`config.mk`:
```
export PLATFORM = sky130hd
export DESIGN_NAME = video_slice_descriptor_gen_flat
export DESIGN_NICKNAME = d
export VERILOG_FILES = /design/src/hw/rtl/vsd_pkg.sv /design/src/hw/rtl/vsd_if.sv /design/src/hw/rtl/vsd_div.sv /design/src/hw/rtl/video_slice_descriptor_gen.sv /design/src/flat_wrapper.sv
export SDC_FILE = /design/constraint.sdc
export NUM_CORES = 2
export LEC_CHECK = 0
export BUFFER_PORTS_ARGS = -buffer_cell sky130_fd_sc_hd__buf_2
export CAP_MARGIN = 10
export CORE_ASPECT_RATIO = 0.9
export CORE_MARGIN = 3
export CORE_UTILIZATION = 55
export CTS_BUF_LIST = sky130_fd_sc_hd__clkbuf_8
export DETAILED_ROUTE_END_ITERATION = 6
export PLACE_DENSITY = 0.74
export SLEW_MARGIN = 15
export SYNTH_ARGS = -nofsm -noshare
export SYNTH_HDL_FRONTEND = slang
export SYNTH_SLANG_ARGS = --single-unit
export TNS_END_PERCENT = 30
```
`constraint.sdc`:
```
create_clock -name clk -period 44.4 [get_ports clk]
set_input_delay 4.44 -clock clk [delete_from_list [all_inputs] [get_ports clk]]
set_output_delay 4.44 -clock clk [all_outputs]
set_load 0.05 [all_outputs]
```
`src/hw/rtl/vsd_pkg.sv`:
```
// Shared types and constants of the video slice descriptor generator.
// No dependencies; every other RTL file but the assertion header imports this package.
`default_nettype none

package vsd_pkg;

	localparam int ROW_W   = 13;
	localparam int CNT_W   = 8;
	localparam int FN_W    = 32;
	localparam int ST_W    = 64;
	localparam int PITCH_W = 16;
	localparam int ADDR_W  = 32;
	localparam int SIZE_W  = 32;
	localparam int TYPE_W  = 2;
	// The step division works on the row count with four fraction bits.
	localparam int FRAC_W  = 4;
	localparam int DIV_W   = ROW_W + FRAC_W;

	localparam logic [TYPE_W-1:0] FT_NORMAL  = 2'd0;
	localparam logic [TYPE_W-1:0] FT_FIRST   = 2'd1;
	localparam logic [TYPE_W-1:0] FT_PARTIAL = 2'd2;
	localparam logic [TYPE_W-1:0] FT_FINAL   = 2'd3;

	typedef struct packed {
		logic                kind;
		logic [CNT_W-1:0]    slice_count;
		logic [CNT_W-1:0]    slice_index;
		logic [FN_W-1:0]     frame_number;
		logic [ST_W-1:0]     stamp_in;
		logic [ROW_W-1:0]    image_height;
		logic [PITCH_W-1:0]  line_pitch;
		logic [ADDR_W-1:0]   phys_base;
		logic [ADDR_W-1:0]   virt_base;
		logic [ROW_W-1:0]    plane0_rows;
		logic [PITCH_W-1:0]  plane1_pitch;
		logic [ROW_W-1:0]    plane1_rows;
	} notice_t;

	typedef struct packed {
		logic [TYPE_W-1:0] desc_type;
		logic [ADDR_W-1:0] phys_address;
		logic [ADDR_W-1:0] virt_address;
		logic [SIZE_W-1:0] byte_size;
		logic [ST_W-1:0]   stamp_out;
	} desc_t;

	typedef struct packed {
		logic             start;
		logic [DIV_W-1:0] dividend;
		logic [CNT_W-1:0] divisor;
	} div_req_t;

	typedef struct packed {
		logic             done;
		logic [DIV_W-1:0] quotient;
	} div_rsp_t;

endpackage

`default_nettype wire

```
`src/hw/rtl/vsd_if.sv`:
```
// Valid/ready channel interfaces for notices in and descriptors out.
// Depends on vsd_pkg for the field widths.
`default_nettype none

interface vsd_in_if import vsd_pkg::*; ();
	logic                valid;
	logic                ready;
	logic                kind;
	logic [CNT_W-1:0]    slice_count;
	logic [CNT_W-1:0]    slice_index;
	logic [FN_W-1:0]     frame_number;
	logic [ST_W-1:0]     stamp_in;
	logic [ROW_W-1:0]    image_height;
	logic [PITCH_W-1:0]  line_pitch;
	logic [ADDR_W-1:0]   phys_base;
	logic [ADDR_W-1:0]   virt_base;
	logic [ROW_W-1:0]    plane0_rows;
	logic [PITCH_W-1:0]  plane1_pitch;
	logic [ROW_W-1:0]    plane1_rows;

	modport source (
		output valid, kind, slice_count, slice_index, frame_number, stamp_in,
		output image_height, line_pitch, phys_base, virt_base,
		output plane0_rows, plane1_pitch, plane1_rows,
		input  ready
	);
	modport sink (
		input  valid, kind, slice_count, slice_index, frame_number, stamp_in,
		input  image_height, line_pitch, phys_base, virt_base,
		input  plane0_rows, plane1_pitch, plane1_rows,
		output ready
	);
endinterface

interface vsd_out_if import vsd_pkg::*; ();
	logic              valid;
	logic              ready;
	logic [TYPE_W-1:0] desc_type;
	logic [ADDR_W-1:0] phys_address;
	logic [ADDR_W-1:0] virt_address;
	logic [SIZE_W-1:0] byte_size;
	logic [ST_W-1:0]   stamp_out;
	logic              last;

	modport source (
		output valid, desc_type, phys_address, virt_address, byte_size, stamp_out, last,
		input  ready
	);
	modport sink (
		input  valid, desc_type, phys_address, virt_address, byte_size, stamp_out, last,
		output ready
	);
endinterface

`default_nettype wire

```
`src/hw/rtl/vsd_div.sv`:
```
// Shared restoring divider, one quotient bit per cycle.
// Depends on vsd_pkg for the request and response structs.
`default_nettype none

module vsd_div import vsd_pkg::*; (
	input  logic     clk,
	input  logic     arst_n,
	input  div_req_t req,
	output div_rsp_t rsp
);

	localparam int STEP_W = $clog2(DIV_W + 1);

	logic [DIV_W-1:0]  quo_q;
	logic [CNT_W-1:0]  rem_q;
	logic [CNT_W-1:0]  dsr_q;
	logic [STEP_W-1:0] steps_q;
	logic              busy_q;
	logic              done_q;

	logic [CNT_W:0] trial;
	logic           fits;

	// The partial remainder stays below the divisor, so one more bit fits in CNT_W+1.
	assign trial = {rem_q, quo_q[DIV_W-1]};
	assign fits  = trial >= {1'b0, dsr_q};

	always_ff @(posedge clk or negedge arst_n) begin
		if (!arst_n) begin
			busy_q  <= 1'b0;
			done_q  <= 1'b0;
			steps_q <= '0;
		end else begin
			done_q <= 1'b0;
			if (req.start) begin
				busy_q  <= 1'b1;
				steps_q <= STEP_W'(DIV_W);
			end else if (busy_q) begin
				steps_q <= steps_q - STEP_W'(1);
				if (steps_q == STEP_W'(1)) begin
					busy_q <= 1'b0;
					done_q <= 1'b1;
				end
			end
		end
	end

	always_ff @(posedge clk) begin
		if (req.start) begin
			quo_q <= req.dividend;
			rem_q <= '0;
			dsr_q <= req.divisor;
		end else if (busy_q) begin
			quo_q <= {quo_q[DIV_W-2:0], fits};
			rem_q <= fits ? CNT_W'(trial - {1'b0, dsr_q}) : trial[CNT_W-1:0];
		end
	end

	assign rsp.done     = done_q;
	assign rsp.quotient = quo_q;

endmodule

`default_nettype wire

```
`src/hw/rtl/video_slice_descriptor_gen.sv`:
```
// Top level of the video slice descriptor generator: sequencer, shared multiplier, output register.
// Depends on vsd_pkg, vsd_if and vsd_div.
//
//   channel   modport          role
//   notice    vsd_in_if.sink   frame or slice ready notice, one request per item
//   desc      vsd_out_if.source  transfer descriptors, up to two per notice
//
// A whole-frame notice passes two multiplier steps and two output steps after acceptance
// before its descriptor is offered.
// A slice notice takes up to two passes through the shared divider (17 quotient bits each;
// rows per slice, then the fractional step), besides the flush of an old frame and the
// multiplier steps.
// The notice side is ready only in the idle state; the last descriptor may still wait in the
// output register while the next notice is taken. Reset clears all tracking state at once.
`default_nettype none

module video_slice_descriptor_gen import vsd_pkg::*; (
	input  logic      clk,
	input  logic      arst_n,
	vsd_in_if.sink    notice,
	vsd_out_if.source desc
);

	localparam int MUL_A_W = DIV_W;
	localparam int MUL_B_W = ROW_W;
	localparam int MUL_P_W = MUL_A_W + MUL_B_W;
	localparam int PROD_W  = PITCH_W + ROW_W;
	localparam int SUM_W   = MUL_P_W - FRAC_W;

	localparam logic [3:0] S_IDLE   = 4'd0;
	localparam logic [3:0] S_WF0    = 4'd1;
	localparam logic [3:0] S_WF1    = 4'd2;
	localparam logic [3:0] S_FLUSH  = 4'd3;
	localparam logic [3:0] S_CHK    = 4'd4;
	localparam logic [3:0] S_DIV1   = 4'd5;
	localparam logic [3:0] S_DIV2   = 4'd6;
	localparam logic [3:0] S_BOUND  = 4'd7;
	localparam logic [3:0] S_DECIDE = 4'd8;
	localparam logic [3:0] S_OFF    = 4'd9;
	localparam logic [3:0] S_SZ     = 4'd10;
	localparam logic [3:0] S_EMIT1  = 4'd11;
	localparam logic [3:0] S_EMIT2  = 4'd12;

	logic [3:0] state_q;

	// Tracking state.
	logic              active_q;
	logic [FN_W-1:0]   held_fn_q;
	logic [ST_W-1:0]   held_stamp_q;
	logic [ROW_W-1:0]  rows_sent_q;
	logic [CNT_W-1:0]  prev_q;

	// Working registers of the item under way.
	notice_t           it_q;
	logic [ST_W-1:0]   st_q;
	logic [ROW_W-1:0]  rows_q;
	logic [TYPE_W-1:0] type_q;
	logic [ST_W-1:0]   dstamp_q;
	logic              use_off_q;
	logic              slice_ph_q;
	logic              start_q;
	logic              nxt_active_q;
	logic [CNT_W-1:0]  nxt_prev_q;
	logic              clr_rs_q;
	logic [ROW_W-2:0]  fh_q;
	logic [DIV_W-1:0]  step_q;
	logic [ROW_W-1:0]  bound_q;
	logic [PROD_W-1:0] off_q;
	logic [PROD_W:0]   wf_q;
	desc_t             fl_q;
	desc_t             sl_q;
	logic              has_fl_q;
	logic              has_sl_q;

	desc_t             out_q;
	logic              out_last_q;
	logic              out_valid_q;

	notice_t           nin;
	div_req_t          div_req;
	div_rsp_t          div_rsp;
	logic [MUL_A_W-1:0] mul_a;
	logic [MUL_B_W-1:0] mul_b;
	logic [MUL_P_W-1:0] mul_p;
	logic               slot_free;
	logic               load_fl;
	logic               load_sl;
	logic               is_last;
	logic               idx_ok;
	logic               new_frame;
	logic [ROW_W-1:0]   rows_fl;
	logic [ROW_W-1:0]   rows_cont;
	logic               take_slice;
	logic [ROW_W-2:0]   fh_div;
	logic [ROW_W-1:0]   h_minus_fh;
	logic [SUM_W-1:0]   bound_sum;
	desc_t              nd;
	desc_t              wd;

	assign nin.kind         = notice.kind;
	assign nin.slice_count  = notice.slice_count;
	assign nin.slice_index  = notice.slice_index;
	assign nin.frame_number = notice.frame_number;
	assign nin.stamp_in     = notice.stamp_in;
	assign nin.image_height = notice.image_height;
	assign nin.line_pitch   = notice.line_pitch;
	assign nin.phys_base    = notice.phys_base;
	assign nin.virt_base    = notice.virt_base;
	assign nin.plane0_rows  = notice.plane0_rows;
	assign nin.plane1_pitch = notice.plane1_pitch;
	assign nin.plane1_rows  = notice.plane1_rows;

	assign notice.ready = (state_q == S_IDLE);

	assign slot_free = !out_valid_q || desc.ready;
	assign load_fl   = (state_q == S_EMIT1) && has_fl_q && slot_free;
	assign load_sl   = (state_q == S_EMIT2) && has_sl_q && slot_free;

	assign is_last   = ({1'b0, it_q.slice_index} + 9'd1) == {1'b0, it_q.slice_count};
	assign idx_ok    = it_q.slice_index < it_q.slice_count;
	assign new_frame = it_q.frame_number != held_fn_q;
	assign rows_fl   = (it_q.image_height > rows_sent_q) ? it_q.image_height - rows_sent_q : '0;
	assign rows_cont = is_last ? rows_fl :
		((bound_q > rows_sent_q) ? bound_q - rows_sent_q : '0);
	assign take_slice = !active_q ||
		((it_q.slice_index > prev_q) && !new_frame && (rows_cont != '0));

	// The quotient of height by slice count never exceeds the height; fh_div keeps its bits ROW_W-1:1.
	assign fh_div     = div_rsp.quotient[ROW_W-1:1];
	assign h_minus_fh = it_q.image_height - {1'b0, fh_div};

	always_comb begin
		div_req.start    = ((state_q == S_CHK) && idx_ok) ||
			((state_q == S_DIV1) && div_rsp.done && !is_last);
		div_req.dividend = (state_q == S_CHK) ? {{FRAC_W{1'b0}}, it_q.image_height}
			: {h_minus_fh, {FRAC_W{1'b0}}};
		div_req.divisor  = (state_q == S_CHK) ? it_q.slice_count
			: it_q.slice_count - CNT_W'(1);
	end

	vsd_div u_div (
		.clk    (clk),
		.arst_n (arst_n),
		.req    (div_req),
		.rsp    (div_rsp)
	);

	// One multiplier serves every product; the sequencer picks the operands.
	always_comb begin
		case (state_q)
			S_WF0: begin
				mul_a = MUL_A_W'(it_q.line_pitch);
				mul_b = it_q.plane0_rows;
			end
			S_WF1: begin
				mul_a = MUL_A_W'(it_q.plane1_pitch);
				mul_b = it_q.plane1_rows;
			end
			S_BOUND: begin
				mul_a = step_q;
				mul_b = MUL_B_W'(it_q.slice_index);
			end
			S_OFF: begin
				mul_a = MUL_A_W'(it_q.line_pitch);
				mul_b = rows_sent_q;
			end
			S_SZ: begin
				mul_a = MUL_A_W'(it_q.line_pitch);
				mul_b = rows_q;
			end
			default: begin
				mul_a = '0;
				mul_b = '0;
			end
		endcase
	end

	assign mul_p = {{MUL_B_W{1'b0}}, mul_a} * {{MUL_A_W{1'b0}}, mul_b};

	// The boundary never passes the height, so thirteen bits of the sum hold it.
	assign bound_sum = SUM_W'(fh_q) + mul_p[SUM_W+FRAC_W-1:FRAC_W];

	always_comb begin
		nd.desc_type    = type_q;
		nd.phys_address = it_q.phys_base + ADDR_W'(off_q);
		nd.virt_address = it_q.virt_base + ADDR_W'(off_q);
		nd.byte_size    = SIZE_W'(mul_p[PROD_W-1:0]);
		nd.stamp_out    = dstamp_q;

		wd.desc_type    = FT_NORMAL;
		wd.phys_address = it_q.phys_base;
		wd.virt_address = it_q.virt_base;
		wd.byte_size    = SIZE_W'(wf_q) + SIZE_W'(mul_p[PROD_W-1:0]);
		wd.stamp_out    = it_q.stamp_in;
	end

	always_ff @(posedge clk or negedge arst_n) begin
		if (!arst_n) begin
			state_q      <= S_IDLE;
			active_q     <= 1'b0;
			held_fn_q    <= '0;
			held_stamp_q <= '0;
			rows_sent_q  <= '0;
			prev_q       <= '0;
			has_fl_q     <= 1'b0;
			has_sl_q     <= 1'b0;
			out_valid_q  <= 1'b0;
		end else begin
			if (load_fl || load_sl) begin
				out_valid_q <= 1'b1;
			end else if (desc.ready) begin
				out_valid_q <= 1'b0;
			end
			case (state_q)
				S_IDLE: begin
					if (notice.valid) begin
						has_fl_q <= 1'b0;
						has_sl_q <= 1'b0;
						state_q  <= notice.kind ? S_FLUSH : S_WF0;
					end
				end
				S_WF0: state_q <= S_WF1;
				S_WF1: begin
					has_sl_q <= 1'b1;
					state_q  <= S_EMIT1;
				end
				S_FLUSH: begin
					state_q <= (active_q && new_frame && (rows_fl != '0)) ? S_OFF : S_CHK;
				end
				S_CHK: state_q <= idx_ok ? S_DIV1 : S_EMIT1;
				S_DIV1: begin
					if (div_rsp.done) begin
						state_q <= is_last ? S_DECIDE : S_DIV2;
					end
				end
				S_DIV2: begin
					if (div_rsp.done) begin
						state_q <= S_BOUND;
					end
				end
				S_BOUND: state_q <= S_DECIDE;
				S_DECIDE: state_q <= take_slice ? S_OFF : S_EMIT1;
				S_OFF: state_q <= S_SZ;
				S_SZ: begin
					if (start_q) begin
						held_fn_q    <= it_q.frame_number;
						held_stamp_q <= it_q.stamp_in;
					end
					active_q    <= nxt_active_q;
					prev_q      <= nxt_prev_q;
					rows_sent_q <= (clr_rs_q ? '0 : rows_sent_q) + rows_q;
					if (slice_ph_q) begin
						has_sl_q <= 1'b1;
						state_q  <= S_EMIT1;
					end else begin
						has_fl_q <= 1'b1;
						state_q  <= S_CHK;
					end
				end
				S_EMIT1: begin
					if (!has_fl_q || slot_free) begin
						state_q <= S_EMIT2;
					end
				end
				S_EMIT2: begin
					if (!has_sl_q || slot_free) begin
						state_q <= S_IDLE;
					end
				end
				default: state_q <= S_IDLE;
			endcase
		end
	end

	always_ff @(posedge clk) begin
		case (state_q)
			S_IDLE: begin
				if (notice.valid) begin
					it_q <= nin;
					st_q <= (notice.stamp_in != '0) ? notice.stamp_in : held_stamp_q;
				end
			end
			S_WF0: wf_q <= (PROD_W + 1)'(mul_p[PROD_W-1:0]);
			S_WF1: sl_q <= wd;
			S_FLUSH: begin
				rows_q       <= rows_fl;
				type_q       <= FT_FINAL;
				dstamp_q     <= st_q;
				use_off_q    <= 1'b1;
				slice_ph_q   <= 1'b0;
				start_q      <= 1'b0;
				nxt_active_q <= 1'b0;
				nxt_prev_q   <= '0;
				clr_rs_q     <= 1'b0;
			end
			S_DIV1: begin
				if (div_rsp.done) begin
					fh_q <= fh_div;
				end
			end
			S_DIV2: begin
				if (div_rsp.done) begin
					step_q <= div_rsp.quotient;
				end
			end
			S_BOUND: bound_q <= {bound_sum[ROW_W-1:2], 2'b00};
			S_DECIDE: begin
				slice_ph_q   <= 1'b1;
				nxt_active_q <= !is_last;
				nxt_prev_q   <= is_last ? '0 : it_q.slice_index;
				if (!active_q) begin
					// A new frame starts from the buffer start with the notice's own stamp.
					rows_q    <= is_last ? it_q.image_height : bound_q;
					type_q    <= is_last ? FT_NORMAL : FT_FIRST;
					dstamp_q  <= it_q.stamp_in;
					use_off_q <= 1'b0;
					start_q   <= 1'b1;
					clr_rs_q  <= !is_last;
				end else begin
					rows_q    <= rows_cont;
					type_q    <= is_last ? FT_FINAL : FT_PARTIAL;
					dstamp_q  <= st_q;
					use_off_q <= 1'b1;
					start_q   <= 1'b0;
					clr_rs_q  <= 1'b0;
				end
			end
			S_OFF: off_q <= use_off_q ? mul_p[PROD_W-1:0] : '0;
			S_SZ: begin
				if (slice_ph_q) begin
					sl_q <= nd;
				end else begin
					fl_q <= nd;
				end
			end
			default: begin
			end
		endcase

		if (load_fl) begin
			out_q      <= fl_q;
			out_last_q <= !has_sl_q;
		end else if (load_sl) begin
			out_q      <= sl_q;
			out_last_q <= 1'b1;
		end
	end

	assign desc.valid        = out_valid_q;
	assign desc.desc_type    = out_q.desc_type;
	assign desc.phys_address = out_q.phys_address;
	assign desc.virt_address = out_q.virt_address;
	assign desc.byte_size    = out_q.byte_size;
	assign desc.stamp_out    = out_q.stamp_out;
	assign desc.last         = out_last_q;

endmodule

`default_nettype wire

```
`src/flat_wrapper.sv`:
```
// flat-port wrapper written by rule: the top's interface ports become plain ports
module video_slice_descriptor_gen_flat import vsd_pkg::*;
  (clk, arst_n, notice_valid, notice_kind, notice_slice_count, notice_slice_index, notice_frame_number, notice_stamp_in, notice_image_height, notice_line_pitch, notice_phys_base, notice_virt_base, notice_plane0_rows, notice_plane1_pitch, notice_plane1_rows, notice_ready, desc_valid, desc_desc_type, desc_phys_address, desc_virt_address, desc_byte_size, desc_stamp_out, desc_last, desc_ready);
  vsd_in_if notice_i ();
  vsd_out_if desc_i ();
  input  logic clk;
  input  logic arst_n;
  input wire logic [$bits(notice_i.valid)-1:0] notice_valid;
  input wire logic [$bits(notice_i.kind)-1:0] notice_kind;
  input wire logic [$bits(notice_i.slice_count)-1:0] notice_slice_count;
  input wire logic [$bits(notice_i.slice_index)-1:0] notice_slice_index;
  input wire logic [$bits(notice_i.frame_number)-1:0] notice_frame_number;
  input wire logic [$bits(notice_i.stamp_in)-1:0] notice_stamp_in;
  input wire logic [$bits(notice_i.image_height)-1:0] notice_image_height;
  input wire logic [$bits(notice_i.line_pitch)-1:0] notice_line_pitch;
  input wire logic [$bits(notice_i.phys_base)-1:0] notice_phys_base;
  input wire logic [$bits(notice_i.virt_base)-1:0] notice_virt_base;
  input wire logic [$bits(notice_i.plane0_rows)-1:0] notice_plane0_rows;
  input wire logic [$bits(notice_i.plane1_pitch)-1:0] notice_plane1_pitch;
  input wire logic [$bits(notice_i.plane1_rows)-1:0] notice_plane1_rows;
  output wire logic [$bits(notice_i.ready)-1:0] notice_ready;
  output wire logic [$bits(desc_i.valid)-1:0] desc_valid;
  output wire logic [$bits(desc_i.desc_type)-1:0] desc_desc_type;
  output wire logic [$bits(desc_i.phys_address)-1:0] desc_phys_address;
  output wire logic [$bits(desc_i.virt_address)-1:0] desc_virt_address;
  output wire logic [$bits(desc_i.byte_size)-1:0] desc_byte_size;
  output wire logic [$bits(desc_i.stamp_out)-1:0] desc_stamp_out;
  output wire logic [$bits(desc_i.last)-1:0] desc_last;
  input wire logic [$bits(desc_i.ready)-1:0] desc_ready;
  assign notice_i.valid = notice_valid;
  assign notice_i.kind = notice_kind;
  assign notice_i.slice_count = notice_slice_count;
  assign notice_i.slice_index = notice_slice_index;
  assign notice_i.frame_number = notice_frame_number;
  assign notice_i.stamp_in = notice_stamp_in;
  assign notice_i.image_height = notice_image_height;
  assign notice_i.line_pitch = notice_line_pitch;
  assign notice_i.phys_base = notice_phys_base;
  assign notice_i.virt_base = notice_virt_base;
  assign notice_i.plane0_rows = notice_plane0_rows;
  assign notice_i.plane1_pitch = notice_plane1_pitch;
  assign notice_i.plane1_rows = notice_plane1_rows;
  assign notice_ready = notice_i.ready;
  assign desc_valid = desc_i.valid;
  assign desc_desc_type = desc_i.desc_type;
  assign desc_phys_address = desc_i.phys_address;
  assign desc_virt_address = desc_i.virt_address;
  assign desc_byte_size = desc_i.byte_size;
  assign desc_stamp_out = desc_i.stamp_out;
  assign desc_last = desc_i.last;
  assign desc_i.ready = desc_ready;
  video_slice_descriptor_gen u_core (.clk(clk), .arst_n(arst_n), .notice(notice_i), .desc(desc_i));
endmodule
```
==> impl_metrics.sql <==
INSERT INTO impl_metrics (metric_group, metric, value, unit) VALUES
('logic_synthesis', 'number_of_flops_mapped_to_enable_cells_by_yosys', '1005', ''),
('grt', 'gr-total-overflow', '0', ''),
('layout', 'most-common-layout-cells', '1058 x sky130_fd_sc_hd__nand2_1, 1005 x sky130_fd_sc_hd__edfxtp_1, 413 x sky130_fd_sc_hd__buf_2', ''),
('drt', 'routed-via-count', '39100', ''),
('min_path', 'min_path_type', 'reg2reg', ''),
('timing', 'max_freq', '98.5', 'MHz'),
('critical_path', 'endpoint_kind', 'register', ''),
('layout', 'num-nets-final', '6018', ''),
('floorplan', 'top_level_ports', '417', ''),
('job', 'maxCapViolCount', '0', ''),
('logic_synthesis', 'async_flop_share', '0.115', ''),
('grt', 'grt_util_all_layers', '0.275', ''),
('logic_synthesis', 'netlist_area', '58200', 'um2'),
('drt', 'total_routed_wirelength', '152000', 'um'),
('drt', 'postRouteAntennaNets', '0', ''),
('timing', 'setup_repair_after_global_routing_missed_its_margin', 'false', ''),
('drt', 'drcViolationCount', '0', ''),
('critical_path', 'r2r_cells', '33', ''),
('cts', 'cts-root-buf', 'sky130_fd_sc_hd__clkbuf_8', ''),
('grt', 'grt_start_max_net_pins', '144', ''),
('drt', 'drt_iter0_drc', '3523', ''),
('timing', 'finClkSkew', '33.3', 'ps'),
('layout', 'fraction_of_final_layout_cells_with_drive_strength_greater_than_1', '0.176', ''),
('power', 'vdd_ir_drop_max', '66.1', 'uV'),
('logic_synthesis', 'synth_top_cell_area_share', '0.518', ''),
('logic_synthesis', 'ys.warnings.count', '0', ''),
('logic_synthesis', 'synth_area_leader_cell', 'sky130_fd_sc_hd__edfxtp_1', ''),
('logic_synthesis', 'synth.top_cells.by_area', 'sky130_fd_sc_hd__edfxtp_1 52%, sky130_fd_sc_hd__nand2_1 6.8%, sky130_fd_sc_hd__fa_1 5.9%', ''),
('critical_path', 'start_kind', 'register', ''),
('timing', 'totalNegativeSetupSlack', '0', 'ps'),
('logic_synthesis', 'synthesis_stage_register_bit_count', '1145', ''),
('critical_path', 'slowest_stage', 'sky130_fd_sc_hd__a2111oi_0', ''),
('drt', 'dr.pass1.iters', '6', ''),
('floorplan', 'dieWidth', '349', 'um'),
('cts', 'cts_num_sinks', '1145', ''),
('placed_design', 'buffer_ports.inserted', '414', ''),
('floorplan', 'dieHeight', '315', 'um'),
('timing', 'finalMaxSlewViolations', '0', ''),
('critical_path', 'worst_ep_arrival_time', '10770', 'ps'),
('critical_path', 'crit_type', 'reg2reg', ''),
('cts', 'cts-buffers-inserted', '177', ''),
('critical_path', 'required_worst_endpoint', '45020', 'ps'),
('drt', 'drt-wirelength-per-cell', '22.1', 'um'),
('timing', 'setup_viols_final', '0', ''),
('cts', 'count_of_cells_resized_by_post_cts_repair', '0', ''),
('min_path', 'min_path_cells', '2', ''),
('logic_synthesis', 'post_synth_num_cell_types', '91', ''),
('power', 'power_density', '79.3', 'nW/um2'),
('grt', 'number_of_antenna_violations_at_the_first_check_in_global_routing', '15', ''),
('status', 'run_status', 'complete, no violations', ''),
('cts', 'cts_htree_levels', '4', ''),
('timing', 'timing_hold_violations_final', '0', ''),
('timing', 'timing.hold.ws', '442', 'ps'),
('floorplan', 'floorplan.core_area', '104000', 'um2'),
('drt', 'via_per_inst', '5.69', ''),
('logic_synthesis', 'synth_top_flop_cell', 'sky130_fd_sc_hd__edfxtp_1', ''),
('critical_path', 'critical_path.max_fanout', '50', ''),
('floorplan', 'placementRows', '112', ''),
('floorplan', 'die_area', '110000', 'um2'),
('timing', 'part_of_the_cycle_the_worst_path_needs', '0.229', ''),
('cts', 'hold_buffers', '0', ''),
('layout', 'leading_cell_type_in_the_layout_fill_and_taps_excluded', 'sky130_fd_sc_hd__nand2_1', ''),
('logic_synthesis', 'yosysSeqAreaShare', '0.578', ''),
('cts', 'clk-insertion-delay-late', '890', 'ps'),
('timing', 'slew-limit-headroom', '0.212', ''),
('logic_synthesis', 'syn_avg_cell_area', '12.0', 'um2'),
('layout', 'area_delta_synth_final', '12.5', '%'),
('grt', 'number_of_global_route_vias_before_repair', '38600', ''),
('critical_path', 'cp_slowest_stage_delay', '860', 'ps'),
('timing', 'layout_min_cycle_time', '10150', 'ps'),
('placed_design', 'routabilityCongestion', '0.981', '');
-- per-stage QoR --
stage | std cells | total power, uW | util | setup WS (ps) | instance area, um2
floorplan | 4864 | 3580 | - | 15270 | 58300
global placement | 6533 | 4200 | 0.593 | 34610 | 61900
detailed placement | 6533 | 4280 | 0.593 | 34360 | 61900
CTS | 6859 | 5190 | 0.627 | 34360 | 65500
global route | 6869 | 5570 | 0.628 | 33650 | 65500
finish | 6872 | 5200 | 0.628 | 34250 | 65500
-- sequential cells by signal, summed over array words and instances, names as in the netlist, 29 cells and up --
signal and count:
u_core.held_stamp_q 64, u_core.wf_q 29, u_core.off_q 29, u_core.fl_q 159
u_core.st_q 64, u_core.desc.virt_address 32, u_core.sl_q 160, u_core.held_fn_q 32
u_core.desc.phys_address 32, u_core.desc.byte_size 30, u_core.it_q 247, u_core.dstamp_q 64
u_core.desc.stamp_out 64
-- per-layer routing --
layer	global-route usage	part of all wire	vias up
li1	-	-	18100
met1	0.374	0.42	19100
met2	0.428	0.46	1673
met3	0.0635	0.084	275
met4	0.112	0.037	4
met5	0	0.00018	-
-- cells in the mapped netlist (6+ instances only) --
master                        n
sky130_fd_sc_hd__nand2_1   1060
sky130_fd_sc_hd__edfxtp_1  1005
sky130_fd_sc_hd__inv_1      343
sky130_fd_sc_hd__nor2_1     255
sky130_fd_sc_hd__ha_1       251
sky130_fd_sc_hd__mux2_2     199
sky130_fd_sc_hd__fa_1       171
sky130_fd_sc_hd__xnor2_1    147
sky130_fd_sc_hd__a21oi_1    144
sky130_fd_sc_hd__clkbuf_1   133
sky130_fd_sc_hd__dfrtp_1    132
sky130_fd_sc_hd__a21o_1     126
sky130_fd_sc_hd__o21ai_0    124
sky130_fd_sc_hd__nor3_1      59
sky130_fd_sc_hd__nand3_1     53
sky130_fd_sc_hd__xor2_1      48
sky130_fd_sc_hd__and2_1      45
sky130_fd_sc_hd__mux2i_1     38
sky130_fd_sc_hd__and3_1      35
sky130_fd_sc_hd__nand2b_1    30
sky130_fd_sc_hd__o21a_1      29
sky130_fd_sc_hd__a211oi_1    27
sky130_fd_sc_hd__nor4_1      27
sky130_fd_sc_hd__nand4_1     24
sky130_fd_sc_hd__a31oi_1     20
sky130_fd_sc_hd__nor2b_1     20
sky130_fd_sc_hd__or3_1       20
sky130_fd_sc_hd__o211ai_1    19
sky130_fd_sc_hd__o21bai_1    19
sky130_fd_sc_hd__a22oi_1     16
sky130_fd_sc_hd__a221oi_1    15
sky130_fd_sc_hd__o21ai_1     14
sky130_fd_sc_hd__a221o_1     13
sky130_fd_sc_hd__buf_1       13
sky130_fd_sc_hd__o31ai_1     13
sky130_fd_sc_hd__a21boi_0    11
sky130_fd_sc_hd__buf_2       10
sky130_fd_sc_hd__and2_0       9
sky130_fd_sc_hd__a211o_1      8
sky130_fd_sc_hd__dfxtp_1      8
sky130_fd_sc_hd__or2_2        7
sky130_fd_sc_hd__nor3b_1      6
-- final timing paths --
| kind | startpoint | to | slack, ps |
|---|---|---|---|
| setup / recovery | u_core.state_q[2]$_DFFE_PN0P_ | u_core.sl_q[91]$_DFFE_PP_ | 34250 |
| setup reg to reg | u_core.state_q[2]$_DFFE_PN0P_ | u_core.sl_q[91]$_DFFE_PP_ | 34250 |
| max in group asynchronous | arst_n | u_core.u_div.steps_q[1]$_DFFE_PN0P_ | 39400 |
| hold reg to reg | u_core.nxt_prev_q[2]$_SDFFCE_PN0P_ | u_core.prev_q[2]$_DFFE_PN0N_ | 440 |
| hold / removal | u_core.nxt_prev_q[2]$_SDFFCE_PN0P_ | u_core.prev_q[2]$_DFFE_PN0N_ | 440 |
| min in group asynchronous | arst_n | u_core.held_stamp_q[51]$_DFFE_PN0P_ | 3640 |
-- cells by family (layout without fill, tap and decap cells) --
| group | count (synthesis) | in the layout | synth area share |
|---|---|---|---|
| AOI/OAI and AO/OA | 677 | 677 | 0.0796 |
| DFF | 1145 | 1145 | 0.578 |
| xor gates and xnor gates | 196 | 196 | 0.0296 |
| other | 2 | 19 | 0.000129 |
| muxes | 237 | 237 | 0.0450 |
| adders and majority gates | 422 | 422 | 0.113 |
| and+or+nand+nor | 1674 | 1674 | 0.122 |
| buffers and inverters | 507 | 1134 | 0.0334 |
-- worst max-delay path: cells and delay by family (launching register included) --
| family | cells | cell delay [ps] |
|---|---|---|
| AND/OR/NAND/NOR | 9 | 2060 |
| XOR/XNOR | 2 | 480 |
| flip-flops | 1 | 830 |
| adder cells (fa/ha/maj) | 7 | 3300 |
| AO/OA/AOI/OAI | 10 | 2490 |
| buffers and inverters | 5 | 710 |
-- cell type report --
class,instances,area (um2)
well taps,1368,1710
clock inverters,126,837
diodes,13,32.5
flip-flops and latches,1145,33600
multi-input cells,3212,22800
clock buffers,200,2750
repair buffers,462,2450
fillers,8031,38900
inverters,346,1310
-- report_power, final --
group | switching, uW | total (uW) | leakage, uW | internal [uW]
Sequential | 148 | 1770 | 0.0109 | 1620
Clock | 421 | 890 | 0.00204 | 468
Combinational | 1600 | 2540 | 0.0144 | 936
Total | 2170 | 5200 | 0.0274 | 3030
Note: power is estimated with default switching activity, not from simulation.
